## src/hdl/wvf_pkg.sv

```systemverilog
`timescale 1ns / 1ps
// shared constants, types and state codes of the window variation flag unit
package wvf_pkg;

    localparam int WINDOW       = 8;
    localparam int MIN_SAMPLES  = 3;
    localparam int SAMPLE_W     = 16;
    localparam int PCT_W        = 7;
    localparam int HELD_W       = 4;
    localparam int SLOT_W       = (WINDOW > 1) ? $clog2(WINDOW) : 1;
    localparam int CNT_W        = $clog2(WINDOW + 1);
    localparam int SUM_W        = SAMPLE_W + $clog2(WINDOW);
    localparam int SQ_W         = 2 * SAMPLE_W + $clog2(WINDOW);
    localparam int PROD_W       = 2 * SUM_W;
    localparam int PCT_SQ_W     = 14;
    localparam int CMP_W        = PROD_W + PCT_SQ_W;
    localparam int PCT_SCALE_SQ = 10000;
    localparam int PCT_RESET    = 30;
    localparam int QUEUE_DEPTH  = 2;
    localparam int QPTR_W       = $clog2(QUEUE_DEPTH);
    localparam int QCNT_W       = $clog2(QUEUE_DEPTH + 1);
    localparam int IN_DATA_W    = 16;
    localparam int OUT_DATA_W   = 8;

    typedef struct packed {
        logic [CNT_W-1:0] count;
        logic [SUM_W-1:0] sum;
        logic [SQ_W-1:0]  square_sum;
    } queue_entry_t;

    typedef enum logic [2:0] {
        F_IDLE   = 3'b001,
        F_SQUARE = 3'b010,
        F_PUSH   = 3'b100
    } front_state_t;

    typedef enum logic [4:0] {
        B_IDLE   = 5'b00001,
        B_MUL    = 5'b00010,
        B_SPREAD = 5'b00100,
        B_SCALE  = 5'b01000,
        B_DECIDE = 5'b10000
    } back_state_t;

endpackage

```

## src/hdl/wvf_front.sv

```systemverilog
`timescale 1ns / 1ps
// front end: accepts samples, keeps the ring and the running sums, queues window totals
module wvf_front (
    input  logic                              clk,
    input  logic                              rst_n,
    input  logic                              s_tvalid,
    output logic                              s_tready,
    input  logic [wvf_pkg::IN_DATA_W-1:0]     s_tdata,   // [15:0] height_sample
    input  logic                              q_full,
    output logic                              q_push,
    output wvf_pkg::queue_entry_t             q_entry
);
    import wvf_pkg::*;

    front_state_t          state_reg, state_next;
    logic [SAMPLE_W-1:0]   ring_reg [WINDOW];
    logic [SLOT_W-1:0]     slot_reg, slot_next;
    logic [CNT_W-1:0]      fill_reg, fill_next;
    logic [SUM_W-1:0]      sum_reg, sum_next;
    logic [SQ_W-1:0]       sumsq_reg, sumsq_next;
    logic [SAMPLE_W-1:0]   sample_reg, sample_next;
    logic [SAMPLE_W-1:0]   old_reg;
    logic [2*SAMPLE_W-1:0] sq_new_reg, sq_new_next;
    logic [2*SAMPLE_W-1:0] sq_old_reg, sq_old_next;
    logic                  accept;
    logic                  full_window;

    assign s_tready    = (state_reg == F_IDLE);
    assign accept      = s_tvalid && s_tready;
    assign full_window = (fill_reg == CNT_W'(WINDOW));

    always_comb
    begin
        state_next  = state_reg;
        slot_next   = slot_reg;
        fill_next   = fill_reg;
        sum_next    = sum_reg;
        sumsq_next  = sumsq_reg;
        sample_next = sample_reg;
        sq_new_next = sq_new_reg;
        sq_old_next = sq_old_reg;
        q_push      = 1'b0;
        case (state_reg)
            F_IDLE:
            begin
                if (accept)
                begin
                    sample_next = s_tdata[SAMPLE_W-1:0];
                    fill_next   = full_window ? fill_reg : fill_reg + 1'b1;
                    slot_next   = (slot_reg == SLOT_W'(WINDOW - 1)) ? '0 : slot_reg + 1'b1;
                    state_next  = F_SQUARE;
                end
            end
            F_SQUARE:
            begin
                sum_next    = sum_reg - SUM_W'(old_reg) + SUM_W'(sample_reg);
                sq_new_next = (2*SAMPLE_W)'(sample_reg) * (2*SAMPLE_W)'(sample_reg);
                sq_old_next = (2*SAMPLE_W)'(old_reg) * (2*SAMPLE_W)'(old_reg);
                state_next  = F_PUSH;
            end
            F_PUSH:
            begin
                if (!q_full)
                begin
                    sumsq_next = sumsq_reg - SQ_W'(sq_old_reg) + SQ_W'(sq_new_reg);
                    q_push     = 1'b1;
                    state_next = F_IDLE;
                end
            end
            default:
            begin
                state_next = F_IDLE;
            end
        endcase
    end

    assign q_entry.count      = fill_reg;
    assign q_entry.sum        = sum_reg;
    assign q_entry.square_sum = sumsq_next;

    always_ff @(posedge clk or negedge rst_n)
    begin
        if (!rst_n)
        begin
            state_reg <= F_IDLE;
            slot_reg  <= '0;
            fill_reg  <= '0;
            sum_reg   <= '0;
            sumsq_reg <= '0;
        end
        else
        begin
            state_reg <= state_next;
            slot_reg  <= slot_next;
            fill_reg  <= fill_next;
            sum_reg   <= sum_next;
            sumsq_reg <= sumsq_next;
        end
    end

    always_ff @(posedge clk)
    begin
        sample_reg <= sample_next;
        sq_new_reg <= sq_new_next;
        sq_old_reg <= sq_old_next;
        if (accept)
        begin
            // oldest sample leaves only once the window is full
            old_reg            <= full_window ? ring_reg[slot_reg] : '0;
            ring_reg[slot_reg] <= s_tdata[SAMPLE_W-1:0];
        end
    end

    a_fill_bounded: assert property (@(posedge clk) disable iff (!rst_n)
        fill_reg <= CNT_W'(WINDOW))
        else $error("fill count beyond window");

    a_fill_grows_until_full: assert property (@(posedge clk) disable iff (!rst_n)
        (accept && !full_window) |=> (fill_reg == $past(fill_reg) + 1'b1))
        else $error("fill count did not advance on a transfer");

endmodule

```

## src/hdl/wvf_queue.sv

```systemverilog
`timescale 1ns / 1ps
// short queue of window totals between front and back end
module wvf_queue (
    input  logic                  clk,
    input  logic                  rst_n,
    input  logic                  push,
    input  wvf_pkg::queue_entry_t push_entry,
    output logic                  full,
    input  logic                  pop,
    output wvf_pkg::queue_entry_t head,
    output logic                  empty
);
    import wvf_pkg::*;

    queue_entry_t      entry_reg [QUEUE_DEPTH];
    logic [QPTR_W-1:0] wr_ptr_reg, rd_ptr_reg;
    logic [QCNT_W-1:0] count_reg;

    assign full  = (count_reg == QCNT_W'(QUEUE_DEPTH));
    assign empty = (count_reg == '0);
    assign head  = entry_reg[rd_ptr_reg];

    always_ff @(posedge clk or negedge rst_n)
    begin
        if (!rst_n)
        begin
            wr_ptr_reg <= '0;
            rd_ptr_reg <= '0;
            count_reg  <= '0;
        end
        else
        begin
            if (push)
            begin
                wr_ptr_reg <= (wr_ptr_reg == QPTR_W'(QUEUE_DEPTH - 1)) ? '0 : wr_ptr_reg + 1'b1;
            end
            if (pop)
            begin
                rd_ptr_reg <= (rd_ptr_reg == QPTR_W'(QUEUE_DEPTH - 1)) ? '0 : rd_ptr_reg + 1'b1;
            end
            if (push && !pop)
            begin
                count_reg <= count_reg + 1'b1;
            end
            else if (pop && !push)
            begin
                count_reg <= count_reg - 1'b1;
            end
        end
    end

    always_ff @(posedge clk)
    begin
        if (push)
        begin
            entry_reg[wr_ptr_reg] <= push_entry;
        end
    end

    a_no_overflow: assert property (@(posedge clk) disable iff (!rst_n)
        push |-> !full)
        else $error("push into a full queue");

    a_no_underflow: assert property (@(posedge clk) disable iff (!rst_n)
        pop |-> !empty)
        else $error("pop from an empty queue");

endmodule

```

## src/hdl/wvf_back.sv

```systemverilog
`timescale 1ns / 1ps
// back end: variation test on queued window totals and the output register
module wvf_back (
    input  logic                           clk,
    input  logic                           rst_n,
    input  logic                           q_empty,
    input  wvf_pkg::queue_entry_t          q_head,
    output logic                           q_pop,
    input  logic [wvf_pkg::PCT_W-1:0]      threshold,
    output logic                           m_tvalid,
    input  logic                           m_tready,
    output logic [wvf_pkg::OUT_DATA_W-1:0] m_tdata   // [0] low_confidence, [4:1] samples_held
);
    import wvf_pkg::*;

    back_state_t         state_reg, state_next;
    logic [CNT_W-1:0]    n_reg, n_next;
    logic [SUM_W-1:0]    sum_reg, sum_next;
    logic [SQ_W-1:0]     sumsq_reg, sumsq_next;
    logic [PROD_W-1:0]   nsq_reg, nsq_next;
    logic [PROD_W-1:0]   sum_sq_reg, sum_sq_next;
    logic [PCT_SQ_W-1:0] pct_sq_reg, pct_sq_next;
    logic [PROD_W-1:0]   spread_reg, spread_next;
    logic [CMP_W-1:0]    lhs_reg, lhs_next;
    logic [CMP_W-1:0]    rhs_reg, rhs_next;
    logic                flag_reg, flag_next;
    logic [HELD_W-1:0]   held_reg, held_next;
    logic                out_valid_reg, out_valid_next;
    logic                out_free;
    logic                enough;

    assign out_free = !out_valid_reg || m_tready;
    assign enough   = (n_reg >= CNT_W'(MIN_SAMPLES));

    always_comb
    begin
        state_next     = state_reg;
        n_next         = n_reg;
        sum_next       = sum_reg;
        sumsq_next     = sumsq_reg;
        nsq_next       = nsq_reg;
        sum_sq_next    = sum_sq_reg;
        pct_sq_next    = pct_sq_reg;
        spread_next    = spread_reg;
        lhs_next       = lhs_reg;
        rhs_next       = rhs_reg;
        flag_next      = flag_reg;
        held_next      = held_reg;
        out_valid_next = out_valid_reg && !m_tready;
        q_pop          = 1'b0;
        case (state_reg)
            B_IDLE:
            begin
                if (!q_empty)
                begin
                    q_pop      = 1'b1;
                    n_next     = q_head.count;
                    sum_next   = q_head.sum;
                    sumsq_next = q_head.square_sum;
                    state_next = B_MUL;
                end
            end
            B_MUL:
            begin
                nsq_next    = PROD_W'(n_reg) * PROD_W'(sumsq_reg);
                sum_sq_next = PROD_W'(sum_reg) * PROD_W'(sum_reg);
                pct_sq_next = PCT_SQ_W'(threshold) * PCT_SQ_W'(threshold);
                state_next  = B_SPREAD;
            end
            B_SPREAD:
            begin
                // n*sumsq never falls below sum^2
                spread_next = nsq_reg - sum_sq_reg;
                state_next  = B_SCALE;
            end
            B_SCALE:
            begin
                lhs_next   = CMP_W'(spread_reg) * CMP_W'(PCT_SCALE_SQ);
                rhs_next   = CMP_W'(pct_sq_reg) * CMP_W'(sum_sq_reg);
                state_next = B_DECIDE;
            end
            B_DECIDE:
            begin
                if (out_free)
                begin
                    // below three samples the flag holds its last value
                    if (enough)
                    begin
                        flag_next = (sum_reg != '0) && (lhs_reg > rhs_reg);
                    end
                    held_next      = HELD_W'(n_reg);
                    out_valid_next = 1'b1;
                    state_next     = B_IDLE;
                end
            end
            default:
            begin
                state_next = B_IDLE;
            end
        endcase
    end

    always_ff @(posedge clk or negedge rst_n)
    begin
        if (!rst_n)
        begin
            state_reg     <= B_IDLE;
            flag_reg      <= 1'b0;
            out_valid_reg <= 1'b0;
        end
        else
        begin
            state_reg     <= state_next;
            flag_reg      <= flag_next;
            out_valid_reg <= out_valid_next;
        end
    end

    always_ff @(posedge clk)
    begin
        n_reg      <= n_next;
        sum_reg    <= sum_next;
        sumsq_reg  <= sumsq_next;
        nsq_reg    <= nsq_next;
        sum_sq_reg <= sum_sq_next;
        pct_sq_reg <= pct_sq_next;
        spread_reg <= spread_next;
        lhs_reg    <= lhs_next;
        rhs_reg    <= rhs_next;
        held_reg   <= held_next;
    end

    assign m_tvalid = out_valid_reg;
    assign m_tdata  = {(OUT_DATA_W - HELD_W - 1)'(0), held_reg, flag_reg};

    a_zero_sum_clears: assert property (@(posedge clk) disable iff (!rst_n)
        (state_reg == B_DECIDE && out_free && enough && sum_reg == '0) |=> !flag_reg)
        else $error("flag set on an all-zero window");

    a_flag_held_early: assert property (@(posedge clk) disable iff (!rst_n)
        (state_reg == B_DECIDE && out_free && !enough) |=> (flag_reg == $past(flag_reg)))
        else $error("flag changed with fewer than three samples");

endmodule

```

## src/hdl/window_variation_flag_unit.sv

```systemverilog
`timescale 1ns / 1ps
// top level of the window variation flag unit
// Each height sample (16-bit unsigned Q12.4) enters a window of the last eight samples and
// yields one result: the low-confidence flag and the number of samples held. The flag is
// set when the window's coefficient of variation exceeds the programmed percentage, tested
// exactly as 10000*(n*sumsq - sum^2) > pct^2*sum^2; it is 0 for an all-zero window and keeps
// its last value while fewer than three samples are held. The front end takes a new sample
// only after its square and push states, updating the ring and running sums; the back end
// steps through queue pop, multiply, subtract, scale and compare for each total, takes no new
// one before it ends and so sets the sustained rate. A two-entry queue between them and the
// output register absorb a short output stall; a longer one fills the queue and then holds
// s_tready low until results drain. The user must write the threshold through the cfg channel
// only while no transfer is in flight; the block does not enforce this. It resets to 30 percent.
module window_variation_flag_unit (
    input  logic                           clk,
    input  logic                           rst_n,
    input  logic                           s_tvalid,
    output logic                           s_tready,
    input  logic [wvf_pkg::IN_DATA_W-1:0]  s_tdata,   // [15:0] height_sample
    output logic                           m_tvalid,
    input  logic                           m_tready,
    output logic [wvf_pkg::OUT_DATA_W-1:0] m_tdata,   // [0] low_confidence, [4:1] samples_held
    input  logic                           cfg_valid,
    output logic                           cfg_ready,
    input  logic [wvf_pkg::PCT_W-1:0]      cfg_data   // [6:0] cv_threshold_percent
);
    import wvf_pkg::*;

    logic [PCT_W-1:0] threshold_reg;
    logic             q_full;
    logic             q_empty;
    logic             q_push;
    logic             q_pop;
    queue_entry_t     push_entry;
    queue_entry_t     head_entry;

    assign cfg_ready = 1'b1;

    always_ff @(posedge clk or negedge rst_n)
    begin
        if (!rst_n)
        begin
            threshold_reg <= PCT_W'(PCT_RESET);
        end
        else if (cfg_valid && cfg_ready)
        begin
            threshold_reg <= cfg_data;
        end
    end

    wvf_front u_front (
        .clk      (clk),
        .rst_n    (rst_n),
        .s_tvalid (s_tvalid),
        .s_tready (s_tready),
        .s_tdata  (s_tdata),
        .q_full   (q_full),
        .q_push   (q_push),
        .q_entry  (push_entry)
    );

    wvf_queue u_queue (
        .clk        (clk),
        .rst_n      (rst_n),
        .push       (q_push),
        .push_entry (push_entry),
        .full       (q_full),
        .pop        (q_pop),
        .head       (head_entry),
        .empty      (q_empty)
    );

    wvf_back u_back (
        .clk       (clk),
        .rst_n     (rst_n),
        .q_empty   (q_empty),
        .q_head    (head_entry),
        .q_pop     (q_pop),
        .threshold (threshold_reg),
        .m_tvalid  (m_tvalid),
        .m_tready  (m_tready),
        .m_tdata   (m_tdata)
    );

endmodule

```

## config.mk

```make
export PLATFORM = sky130hd
export DESIGN_NAME = window_variation_flag_unit
export DESIGN_NICKNAME = d
export VERILOG_FILES = /design/src/hdl/wvf_pkg.sv /design/src/hdl/wvf_front.sv /design/src/hdl/wvf_queue.sv /design/src/hdl/wvf_back.sv /design/src/hdl/window_variation_flag_unit.sv
export SDC_FILE = /design/constraint.sdc
export NUM_CORES = 2
export LEC_CHECK = 0
export BUFFER_PORTS_ARGS = -buffer_cell sky130_fd_sc_hd__buf_2
export CAP_MARGIN = 25
export CORE_ASPECT_RATIO = 0.8
export CORE_MARGIN = 2
export CORE_UTILIZATION = 55
export DETAILED_ROUTE_END_ITERATION = 8
export PLACE_DENSITY = 0.79
export SYNTH_ARGS = -nofsm -noshare
export SYNTH_HDL_FRONTEND = slang
export SYNTH_SLANG_ARGS = --single-unit
```

## constraint.sdc

```tcl
create_clock -name clk -period 21.2 [get_ports clk]
set_input_delay 2.12 -clock clk [delete_from_list [all_inputs] [get_ports clk]]
set_output_delay 2.12 -clock clk [all_outputs]
set_load 0.02 [all_outputs]
```

==> flow_summary.toml <==
[final_layout]
final_nets = 9976
nFillCells = 11900
drive_above_1_share = 0.0486
n_antenna_cell = 0
largest_register_ffs = 128
area_growth_pct = 6.20
final_core_util = 0.589

[critical_path]
r2r_slack_ns = 13.71
crit_required_ns = 21.63
cp_data_arrival_time_ns = 7.92
r2r_start = "u_front.sample_reg[4]$_DFFE_PP_"
end_kind = "register"
cp-startpoint = "u_front.sample_reg[4]$_DFFE_PP_"
cp-start-kind = "register"
worstPathMaxFanout = 10
path_class = "reg2reg"
rr_worst_depth = 22

[cts]
cts_buffers = 77
clock_latency_ns = 0.73
h-tree-depth = 3
clockBufferDepth = 3
cts_hold_buf = 0
cts_setup_buffers = 0
cts_root_buf = "clkbuf_16"
clock_sinks = 707
cts_resized = 0
clk_pin_slew_ns = 0.06
cts_tree = "done"

[grt]
grt_pass1_vias = 60300
grt_max_degree = 72
overflow = 0
grt_usage = 0.258
grt_first_pass_wirelength_um = 314000
grt_antenna_before_repair = 3

[floorplanning]
core_area_um2 = 148000
die_w_um = 435
core.rowCount = 126
initial_core_util = 0.554
dieHeight_um = 349
pin_count = 39
die_area_um2 = 152000

[timing]
slew_viol_final = 0
hold_viol = 0
finalSetupViolCount = 0
max_freq_mhz = 134
skew_ns = 0.0470
relSlewSlack = 0.335
min_period_ns = 7.49
fin_crit_sh = 0.353
worst_slew_pin_slew_ns = 0.997
finalSetupTns_ns = 0
rsz0062_at_grt = "false"
postLayoutSetupSlackWorst_ns = 13.71

[yosys]
synthCells = 7987
seq_area_frac_synth = 0.254
synth-seq-cells = 707
yosys_warnings = 0
synth_edf_count = 625
async_flop_share = 0.116
synth-main-ff-cell = "edfxtp_1"
ys_types = 89
synth.avg_cell_area_um2 = 10.3
syn_area_um2 = 81900

[place]
pre_cts_slack_ns = 13.97
dp_hpwl_um = 146000
place_congestion = 0.938
portBuffers = 34

[min_path]
hp-class = "reg2reg"
hold_depth = 0
min_from = "u_front.sum_reg[0]$_DFFE_PN0P_"

[route]
wl_um = 188000
drt-vias-per-instance = 5.60
drc = 0
first_pass_iters = 6
wl_per_cell_um = 18.9
vias = 55900
drt_iter0_drc = 4648
ant_nets = 0

[run]
cap_violations = 0

[run_status]
status = "finished, final reports clean"
metrics by stage:
stage | hold WS, ns | instances | cell area, µm²
2_1_floorplan | 0.424 | 8000 | 81900
3_3_place_gp | 0.450 | 9838 | 84200
3_5_place_dp | 0.453 | 9841 | 84200
4_1_cts | 0.470 | 9984 | 86800
5_1_grt | 0.476 | 9992 | 87000
6_report | 0.467 | 9992 | 87000
kinds of logic (layout without fill, tap and decap cells):
family / count (synthesis) / count (layout) / share of synthesized area
mux: 124 / 124 / 0.0211
compound gates: 956 / 956 / 0.0758
flops: 707 / 707 / 0.254
other cells: 2 / 15 / 0.0000917
simple gates: 1863 / 1863 / 0.107
xor+xnor: 310 / 310 / 0.0332
fa+ha+maj: 2004 / 2004 / 0.416
buf+inv: 2021 / 2029 / 0.0929
path summary, 6_finish.rpt:
kind	end
setup / recovery	u_front.sq_new_reg[25]$_DFFE_PP_
hold reg to reg	u_queue.entry_reg[1][35]$_DFFE_PP_
hold / removal	u_queue.entry_reg[1][35]$_DFFE_PP_
max in group asynchronous	u_front.sumsq_reg[26]$_DFF_PN0_
setup reg to reg	u_front.sq_new_reg[25]$_DFFE_PP_
min in group asynchronous	threshold_reg[0]$_DFFE_PN0P_
final cells by class:
cell class                      count  area [µm²]  area share
Sequential cell                   707       20800       0.240
Multi-Input combinational cell   5272       53600       0.616
Clock buffer                      101        2060      0.0237
Tap cell                         1984        2480      0.0285
Timing Repair Buffer              100         785     0.00902
Inverter                         1786        6700      0.0771
Clock inverter                     42         526     0.00604
metal layers:
metal	vias up	global-route usage	wire, µm
li1	25300	-	-
met4	4	0.0888	6780
met5	-	0	23
met1	28100	0.336	76500
met2	2086	0.443	92000
met3	451	0.0374	13100
critical path: stages (launching register included):
cell,delay [ns]
edfxtp_1,0.55
clkinv_1,0.59
nor2_1,0.42
fa_1,0.47
inv_1,0.08
fa_1,0.44
fa_1,0.53
inv_1,0.06
fa_1,0.53
inv_1,0.05
fa_1,0.44
fa_1,0.50
inv_1,0.04
ha_1,0.32
a21oi_1,0.22
a21boi_0,0.14
a311o_1,0.36
a21oi_2,0.22
o21ai_1,0.19
a2111o_1,0.46
a31oi_1,0.27
a21oi_1,0.14
xor2_1,0.17
placed cells by master, fill, tap and decap left out, types with 31 or more instances in the layout:
cell type	instances
fa_1	1194
a31oi_1	31
nor2_1	275
o21a_1	32
mux2_2	71
buf_4	56
a21o_1	151
xnor2_1	195
nand2_1	834
edfxtp_1	625
mux4_2	32
clkbuf_16	78
buf_2	33
and2_1	376
nor3_1	63
a211oi_1	35
and3_1	40
dfrtp_1	74
ha_1	810
o21bai_1	45
nor2b_1	40
nand3_1	60
nand4_1	35
nand2b_1	43
xor2_1	115
a21oi_1	304
o21ai_0	163
inv_1	1772
cells in the mapped netlist (115+ instances only):
cell type     n  area share
inv_1      1772       0.081
fa_1       1194        0.29
nand2_1     834       0.038
ha_1        810        0.12
edfxtp_1    625        0.23
and2_1      376       0.029
a21oi_1     304       0.019
nor2_1      283       0.013
clkbuf_1    215      0.0099
xnor2_1     195       0.021
o21ai_0     163       0.010
a21o_1      151       0.014
xor2_1      115       0.012
Power is left out: the tool's default activity adds up to more than one toggle a clock period on the data nets, which glitch-free logic cannot reach.
